File: src/hdl/pccc_pkg.sv
`timescale 1ns / 1ps
// ----------------------------------------------------------------------------
// pccc_pkg
// Types, constants and the CRC-16 byte update shared by the packet CRC
// continuity checker.
// ----------------------------------------------------------------------------
package pccc_pkg;

   // CRC-16, MSB first
   localparam logic [15:0] CRC_PRESET = 16'hFFFF;
   localparam logic [15:0] CRC_POLY   = 16'h1021;

   // byte counter: idle means past the end of the packet
   localparam logic [8:0]  CNT_IDLE   = 9'h1FF;
   localparam logic [7:0]  LEN_RESET  = 8'd1;

   // header byte masks
   localparam logic [7:0]  HDR_FIRST  = 8'h80;
   localparam logic [7:0]  HDR_LAST   = 8'h40;
   localparam logic [7:0]  HDR_PID    = 8'h30;
   localparam logic [7:0]  HDR_PPI    = 8'h08;
   localparam logic [7:0]  HDR_CI     = 8'h07;

   // result codes
   localparam logic [2:0]  ACT_FIRST      = 3'd0;
   localparam logic [2:0]  ACT_LAST       = 3'd1;
   localparam logic [2:0]  ACT_MIDDLE     = 3'd2;
   localparam logic [2:0]  ACT_CONT_RESET = 3'd3;
   localparam logic [2:0]  ACT_CRC_FAIL   = 3'd4;

   typedef struct packed {
      logic [7:0] data_byte;
      logic       segment_start;
   } req_type;

   typedef struct packed {
      logic [2:0] action;
      logic [1:0] packet_id;
      logic       pointer_present;
      logic [2:0] continuity_index;
      logic       first_flag;
      logic       last_flag;
      logic [7:0] useful_bytes;
   } rsp_type;

   // input register contents handed to the tracker
   typedef struct packed {
      logic    valid;
      req_type data;
   } stage_type;

   // one byte through the CRC, eight bit steps, optional bit inversion
   function automatic logic [15:0] crc_byte_update(input logic [15:0] crc,
                                                   input logic [7:0]  data_in,
                                                   input logic        invert);
      logic [15:0] c;
      logic        fb;
      c = crc;
      for (int b = 7; b >= 0; b--) begin
         fb = c[15] ^ data_in[b] ^ invert;
         c  = {c[14:0], 1'b0};
         if (fb) begin
            c = c ^ CRC_POLY;
         end
      end
      return c;
   endfunction

endpackage

File: src/hdl/pccc_in_reg.sv
`timescale 1ns / 1ps
// ----------------------------------------------------------------------------
// pccc_in_reg
// Input register: holds one request beat until the tracker consumes it.
// ----------------------------------------------------------------------------
module pccc_in_reg import pccc_pkg::*; (
   input  logic      clock,
   input  logic      reset,
   input  logic      req_valid,
   output logic      req_ready,
   input  req_type   req_data,
   input  logic      advance,
   output stage_type stage
);

   logic    valid_ff, valid_in;
   req_type data_ff, data_in;

   // take a new beat when empty or when the held one moves on
   assign req_ready = !valid_ff || advance;

   always_comb begin
      valid_in = valid_ff;
      data_in  = data_ff;
      if (req_ready) begin
         valid_in = req_valid;
         data_in  = req_data;
      end
   end

   always_ff @(posedge clock) begin
      if (reset) begin
         valid_ff <= 1'b0;
      end else begin
         valid_ff <= valid_in;
      end
      data_ff <= data_in;
   end

   assign stage.valid = valid_ff;
   assign stage.data  = data_ff;

endmodule

File: src/hdl/pccc_track.sv
`timescale 1ns / 1ps
// ----------------------------------------------------------------------------
// pccc_track
// Packet tracker: byte counter, CRC, header capture, continuity check and
// the result register.
// ----------------------------------------------------------------------------
module pccc_track import pccc_pkg::*; (
   input  logic      clock,
   input  logic      reset,
   input  stage_type stage,
   input  logic [7:0] packet_length,
   output logic      advance,
   output logic      rsp_valid,
   input  logic      rsp_ready,
   output rsp_type   rsp_data
);

   logic [8:0]  cnt_ff, cnt_in;
   logic [15:0] crc_ff, crc_in;
   logic [7:0]  hdr_ff, hdr_in;
   logic [7:0]  sec_ff, sec_in;
   logic [2:0]  exp_ff, exp_in;
   logic        rsp_valid_ff, rsp_valid_in;
   rsp_type     rsp_data_ff, rsp_data_in;

   logic [8:0]  total;
   logic [8:0]  pos;
   logic [15:0] crc_base;
   logic        active;
   logic        emit;
   logic        first, last, ppi;
   logic [2:0]  ci;

   // a beat moves on when the result slot is free or being emptied
   assign advance = stage.valid && (!rsp_valid_ff || rsp_ready);

   assign total    = {1'b0, packet_length} + 9'd3;
   assign pos      = stage.data.segment_start ? 9'd0 : cnt_ff;
   assign crc_base = stage.data.segment_start ? CRC_PRESET : crc_ff;
   assign active   = pos < total;
   assign emit     = advance && active && ((pos + 9'd1) >= total);

   // header fields of the stored first byte
   assign first = |(hdr_ff & HDR_FIRST);
   assign last  = |(hdr_ff & HDR_LAST);
   assign ppi   = |(hdr_ff & HDR_PPI);
   assign ci    = hdr_ff[2:0] & HDR_CI[2:0];

   // per-byte state update
   always_comb begin
      cnt_in = cnt_ff;
      crc_in = crc_ff;
      hdr_in = hdr_ff;
      sec_in = sec_ff;
      if (advance) begin
         crc_in = crc_base;
         if (!active) begin
            cnt_in = CNT_IDLE;
         end else begin
            if (pos == 9'd0) begin
               hdr_in = stage.data.data_byte;
            end else if (pos == 9'd1) begin
               sec_in = stage.data.data_byte;
            end
            crc_in = crc_byte_update(crc_base, stage.data.data_byte,
                                     (pos + 9'd2) >= total);
            cnt_in = ((pos + 9'd1) < total) ? pos + 9'd1 : CNT_IDLE;
         end
      end
   end

   // verdict and result beat
   always_comb begin
      exp_in                       = exp_ff;
      rsp_data_in                  = rsp_data_ff;
      rsp_valid_in                 = rsp_valid_ff && !rsp_ready;
      if (advance) begin
         rsp_valid_in = emit;
      end
      if (emit) begin
         rsp_data_in.packet_id        = hdr_ff[5:4] & HDR_PID[5:4];
         rsp_data_in.pointer_present  = ppi;
         rsp_data_in.continuity_index = ci;
         rsp_data_in.first_flag       = first;
         rsp_data_in.last_flag        = last;
         rsp_data_in.useful_bytes     = ppi ? sec_ff : packet_length - 8'd1;
         if (crc_in != 16'd0) begin
            rsp_data_in.action = ACT_CRC_FAIL;
         end else if (ci == exp_ff) begin
            exp_in = ci + 3'd1;
            if (first && !last) begin
               rsp_data_in.action = ACT_FIRST;
            end else if (last && !first) begin
               rsp_data_in.action = ACT_LAST;
            end else begin
               rsp_data_in.action = ACT_MIDDLE;
            end
         end else begin
            exp_in             = 3'd0;
            rsp_data_in.action = ACT_CONT_RESET;
         end
      end
   end

   always_ff @(posedge clock) begin
      if (reset) begin
         cnt_ff       <= CNT_IDLE;
         crc_ff       <= CRC_PRESET;
         hdr_ff       <= 8'd0;
         sec_ff       <= 8'd0;
         exp_ff       <= 3'd0;
         rsp_valid_ff <= 1'b0;
      end else begin
         cnt_ff       <= cnt_in;
         crc_ff       <= crc_in;
         hdr_ff       <= hdr_in;
         sec_ff       <= sec_in;
         exp_ff       <= exp_in;
         rsp_valid_ff <= rsp_valid_in;
      end
      rsp_data_ff <= rsp_data_in;
   end

   assign rsp_valid = rsp_valid_ff;
   assign rsp_data  = rsp_data_ff;

endmodule

File: src/hdl/packet_crc_continuity_checker_unit.sv
`timescale 1ns / 1ps
// ----------------------------------------------------------------------------
// packet_crc_continuity_checker_unit
// Checks CRC-16 and header continuity of packet-mode segments, one byte per
// beat, and gives one result beat per completed packet.
// ----------------------------------------------------------------------------
//  channel | direction | handshake             | payload
//  req     | in        | req_valid/req_ready   | req_data (byte, segment start)
//  rsp     | out       | rsp_valid/rsp_ready   | rsp_data (action, header, count)
//  csr     | in        | csr_wr_en             | csr_wr_data (packet length)
//
// One byte per cycle sustained while no result stalls; a byte passes the
// input register, then the tracker; the result register is loaded as the
// last byte moves on. The combinational CRC byte update sets the rate.
// Reset (synchronous) empties both registers and makes the tracker idle.
// A stalled result holds in the result register; the input register keeps
// taking beats until it also fills.
// ----------------------------------------------------------------------------
module packet_crc_continuity_checker_unit import pccc_pkg::*; (
   input  logic       clock,
   input  logic       reset,
   input  logic       req_valid,
   output logic       req_ready,
   input  req_type    req_data,
   output logic       rsp_valid,
   input  logic       rsp_ready,
   output rsp_type    rsp_data,
   input  logic       csr_wr_en,
   input  logic [7:0] csr_wr_data
);

   logic [7:0] len_ff, len_in;
   stage_type  stage;
   logic       advance;

   // packet length register
   assign len_in = csr_wr_en ? csr_wr_data : len_ff;

   always_ff @(posedge clock) begin
      if (reset) begin
         len_ff <= LEN_RESET;
      end else begin
         len_ff <= len_in;
      end
   end

   pccc_in_reg u_in_reg (
      .clock     (clock),
      .reset     (reset),
      .req_valid (req_valid),
      .req_ready (req_ready),
      .req_data  (req_data),
      .advance   (advance),
      .stage     (stage)
   );

   pccc_track u_track (
      .clock         (clock),
      .reset         (reset),
      .stage         (stage),
      .packet_length (len_ff),
      .advance       (advance),
      .rsp_valid     (rsp_valid),
      .rsp_ready     (rsp_ready),
      .rsp_data      (rsp_data)
   );

endmodule

File: config.mk
export PLATFORM = sky130hd
export DESIGN_NAME = packet_crc_continuity_checker_unit
export DESIGN_NICKNAME = d
export VERILOG_FILES = /design/src/hdl/pccc_pkg.sv /design/src/hdl/pccc_in_reg.sv /design/src/hdl/pccc_track.sv /design/src/hdl/packet_crc_continuity_checker_unit.sv
export SDC_FILE = /design/constraint.sdc
export NUM_CORES = 1
export LEC_CHECK = 0
export ABC_AREA = 1
export BUFFER_PORTS_ARGS = -buffer_cell sky130_fd_sc_hd__buf_2
export CAP_MARGIN = 20
export CORE_MARGIN = 2
export CORE_UTILIZATION = 50
export DETAILED_ROUTE_END_ITERATION = 8
export PLACE_DENSITY = 0.69
export SYNTH_ARGS = -nofsm -noshare
export SYNTH_HDL_FRONTEND = slang
export SYNTH_SLANG_ARGS = --single-unit
File: constraint.sdc
create_clock -name clock -period 4.7 [get_ports clock]
set_input_delay 0.705 -clock clock [delete_from_list [all_inputs] [get_ports clock]]
set_output_delay 0.705 -clock clock [all_outputs]
set_load 0.03 [all_outputs]
==> results.tsv <==
metric	value	unit
Mapped Cells	642	
Final Net Count	734	
Top FF cell, synth	dfxtp_1	
Static Leakage	2.456	nW
pin count of the biggest net entering global routing	35	
cell chain of the critical path	inv_1 > ha_1 > nor2_1 > nand2_1 > xor2_1 > ha_1 > nand2_1 > nor2_1 > a21oi_1 > nand2_1 > nand2_1 > nand2_1 > nand2_1 > nand2_4 > a21oi_4 > nand3_1 > a22oi_1 > nand2_1 > nor2_4 > nand2_1 > nor2_2 > nand3_1 > nand2_1 > nor2_1	
crit-path max cell delay	0.45	ns
GR Util All Layers	22.52	%
Worst-path clk slew	0.10	ns
met2 GRT Util	36.55	%
critical hold path startpoint	u_track.hdr_ff[5]$_SDFFE_PP0P_	
Worst EP arrival	4.37	ns
number of global-route vias before repair	4069	
Post-synth ARST share	0	%
Seq/Total Area, Yosys	37.88	%
first-pass iteration count of the detailed router	5	
syn nets	695	
Max Cap Viol	0	
crit-path most repeated cell	nand2_1	
Final min period	4.091	ns
VDD IR-drop max	150.7	µV
CTS resizes	0	
Worst Skew	0.01001	ns
Filler cells	922	
Initial Util	51.67	%
Final Util	57.08	%
clock buffer depth	2	
Worst-Skew Late Latency	0.37	ns
Post-synth EDFFs	28	
Hold Violations, Final	0	
RSZ-0062 raised after global routing	false	
residual DRC count	0	
share of layout cells above drive strength 1	18.66	%
crit-path max FO	20	
worst reg2reg startpoint	len_ff[0]$_SDFFE_PP1P_	
hold buffer count at CTS	0	
vias	4330	
DP HPWL	9135	µm
slew of the pin with the lowest slew margin	0.7527	ns
grt ovf	0	
core area	9819	µm²
f_max	0.2445	GHz
Slew Limit Headroom	49.71	%
Clock Root Buffer	clkbuf_8	
Final Max Slew Viols	0	
CTS Sinks	82	
Critical Path End Type	flip-flop	
Post-CTS Setup Bufs	0	
Die Y	104.7	µm
Area Overhead vs Synth	10.48	%
global-route wire length before repair	19760	µm
Initial DRC Count	223	
grt met1 use	30.38	%
H-tree Lvls	3	
cell area after synthesis	5074	µm²
Total Routed Length	12020	µm
status	finished clean	
ANT cells	0	
post-synth top area share	21.31	%
R2R Setup Slk	0.61	ns
Worst EP required	4.98	ns
Routed Antenna Nets	0	
Final Setup Violations	0	
Site Rows	36	
initial antenna violation count	0	
average wire per standard cell	14.68	µm
full die area	10970	µm²
number of port buffers	42	
IO Pins	43	
CTS tree	yes	
DR vias/cell	5.287	
Setup crit start kind	flip-flop	
setup TNS	0	ns
Worst R2R End	u_track.exp_ff[0]$_SDFFE_PP0P_	
#FFs+latches synth	82	
layer with the highest usage	met2	
Crit Path Class	reg2reg	
area leader, netlist	dfxtp_1	
most common cell after layout, fill and taps aside	nand2_1	
commonest cells after routing, fill and taps aside	119 x nand2_1, 75 x inv_1, 60 x nand3_1, 54 x dfxtp_1, 52 x nor2_1	
Slowest cell on crit path	a21oi_4	
Synth area leaders	dfxtp_1 21%, edfxtp_1 17%, nand2_1 8.8%	
Distinct cells, synth	47	
CP Capture Point	u_track.exp_ff[0]$_SDFFE_PP0P_	
period utilization	87.04	%
Worst setup startpoint	len_ff[0]$_SDFFE_PP1P_	
hold crit path type	reg2reg	
GPL Wtd Cong	0.9139	
Die W	104.7	µm
Mapped Avg Cell Area	7.903	µm²
Synthesis Warnings	0	
GR Util met3	2.994	%
pwr dens	301.4	nW/µm²
Worst Reg-to-Reg Cells	24	
CTS buffer count	9	
## state kept, by name (all words and copies together) (netlist names)
register	flops
u_in_reg.valid_ff	1
u_track.sec_ff	8
u_track.rsp_valid	1
u_track.exp_ff	3
u_track.hdr_ff	8
u_track.crc_ff	16
u_track.rsp_data	19
len_ff	8
u_in_reg.stage	9
u_track.cnt_ff	9
## worst min-delay path by stage
stage / cells past startpoint / end
after global routing: 0 / u_track.rsp_data[15]$_DFFE_PP_
after global placement: 0 / u_track.rsp_data[9]$_DFFE_PP_
after floorplan: 0 / u_track.rsp_data[9]$_DFFE_PP_
after CTS: 0 / u_track.rsp_data[15]$_DFFE_PP_
final: 0 / u_track.rsp_data[15]$_DFFE_PP_
after detailed placement: 0 / u_track.rsp_data[15]$_DFFE_PP_
## metrics by stage
| step | hold slack (ns) | worst slack [ns] | area [µm²] | total power [mW] | std cells |
|---|---|---|---|---|---|
| final | 0.4484 | 0.6092 | 5605 | 1.689 | 819 |
| after global routing | 0.4665 | 0.2228 | 5605 | 1.776 | 819 |
| after CTS | 0.4524 | 0.6607 | 5578 | 1.695 | 818 |
| after detailed placement | 0.4228 | 0.6820 | 5374 | 1.159 | 802 |
| after global placement | 0.4152 | 0.7021 | 5374 | 1.149 | 802 |
| after floorplan | 0.4082 | 1.091 | 5074 | 1.077 | 642 |
## critical path: cells and delay by family (launching register included)
| family | cells | cell delay [ns] |
|---|---|---|
| AO/OA/AOI/OAI | 3 | 0.83 |
| buffers and inverters | 1 | 0.13 |
| XOR/XNOR | 1 | 0.38 |
| adder cells (fa/ha/maj) | 2 | 0.59 |
| AND/OR/NAND/NOR | 17 | 1.71 |
| flip-flops | 1 | 0.37 |
## area by class of cell
type / count / area [µm²] / area share [%]
clock buffers: 9 / 123.9 / 2.210
flip-flops and latches: 82 / 1922 / 34.29
multi-input cells: 458 / 2738 / 48.84
inverters: 84 / 315.3 / 5.625
well taps: 133 / 166.4 / 2.969
clock inverters: 7 / 80.08 / 1.429
repair buffers: 46 / 260.3 / 4.643
## report_power, final
group / internal, mW / total, mW / switching (mW)
clock network: 0.254 / 0.539 / 0.286
logic: 0.132 / 0.372 / 0.239
registers: 0.758 / 0.778 / 0.0204
total: 1.14 / 1.69 / 0.545
## cell usage after synthesis (3+ instances only)
cell      count
nand2_2       8
xnor2_1      13
dfxtp_1      54
nor3_1        6
o21ai_1       3
o21ai_0      31
o22ai_1       5
nor2_2        7
nand3_1      60
inv_1        75
or2_2        11
inv_2         8
buf_2         4
ha_1         31
nand2_1     119
clkbuf_1     11
edfxtp_1     28
nor2_1       52
xor2_1       20
nand2_4       5
nor4_1        5
a21oi_1      42
nand4_1       4
nor2_4        9
## cells by family after synthesis
group / after synthesis / share of synthesized area (%)
fa+ha+maj: 31 / 7.645
compound gates: 95 / 10.97
flops: 82 / 37.88
buf+inv: 102 / 8.163
simple gates: 296 / 28.68
xor+xnor: 36 / 6.659
## metal layers
metal | wire, µm | vias to the layer above
met5 | 0 | -
met4 | 250 | 0
met3 | 646 | 16
met2 | 5572 | 123
met1 | 5553 | 2012
li1 | - | 2179
No activity file was read; power rests on OpenSTA's default activity.
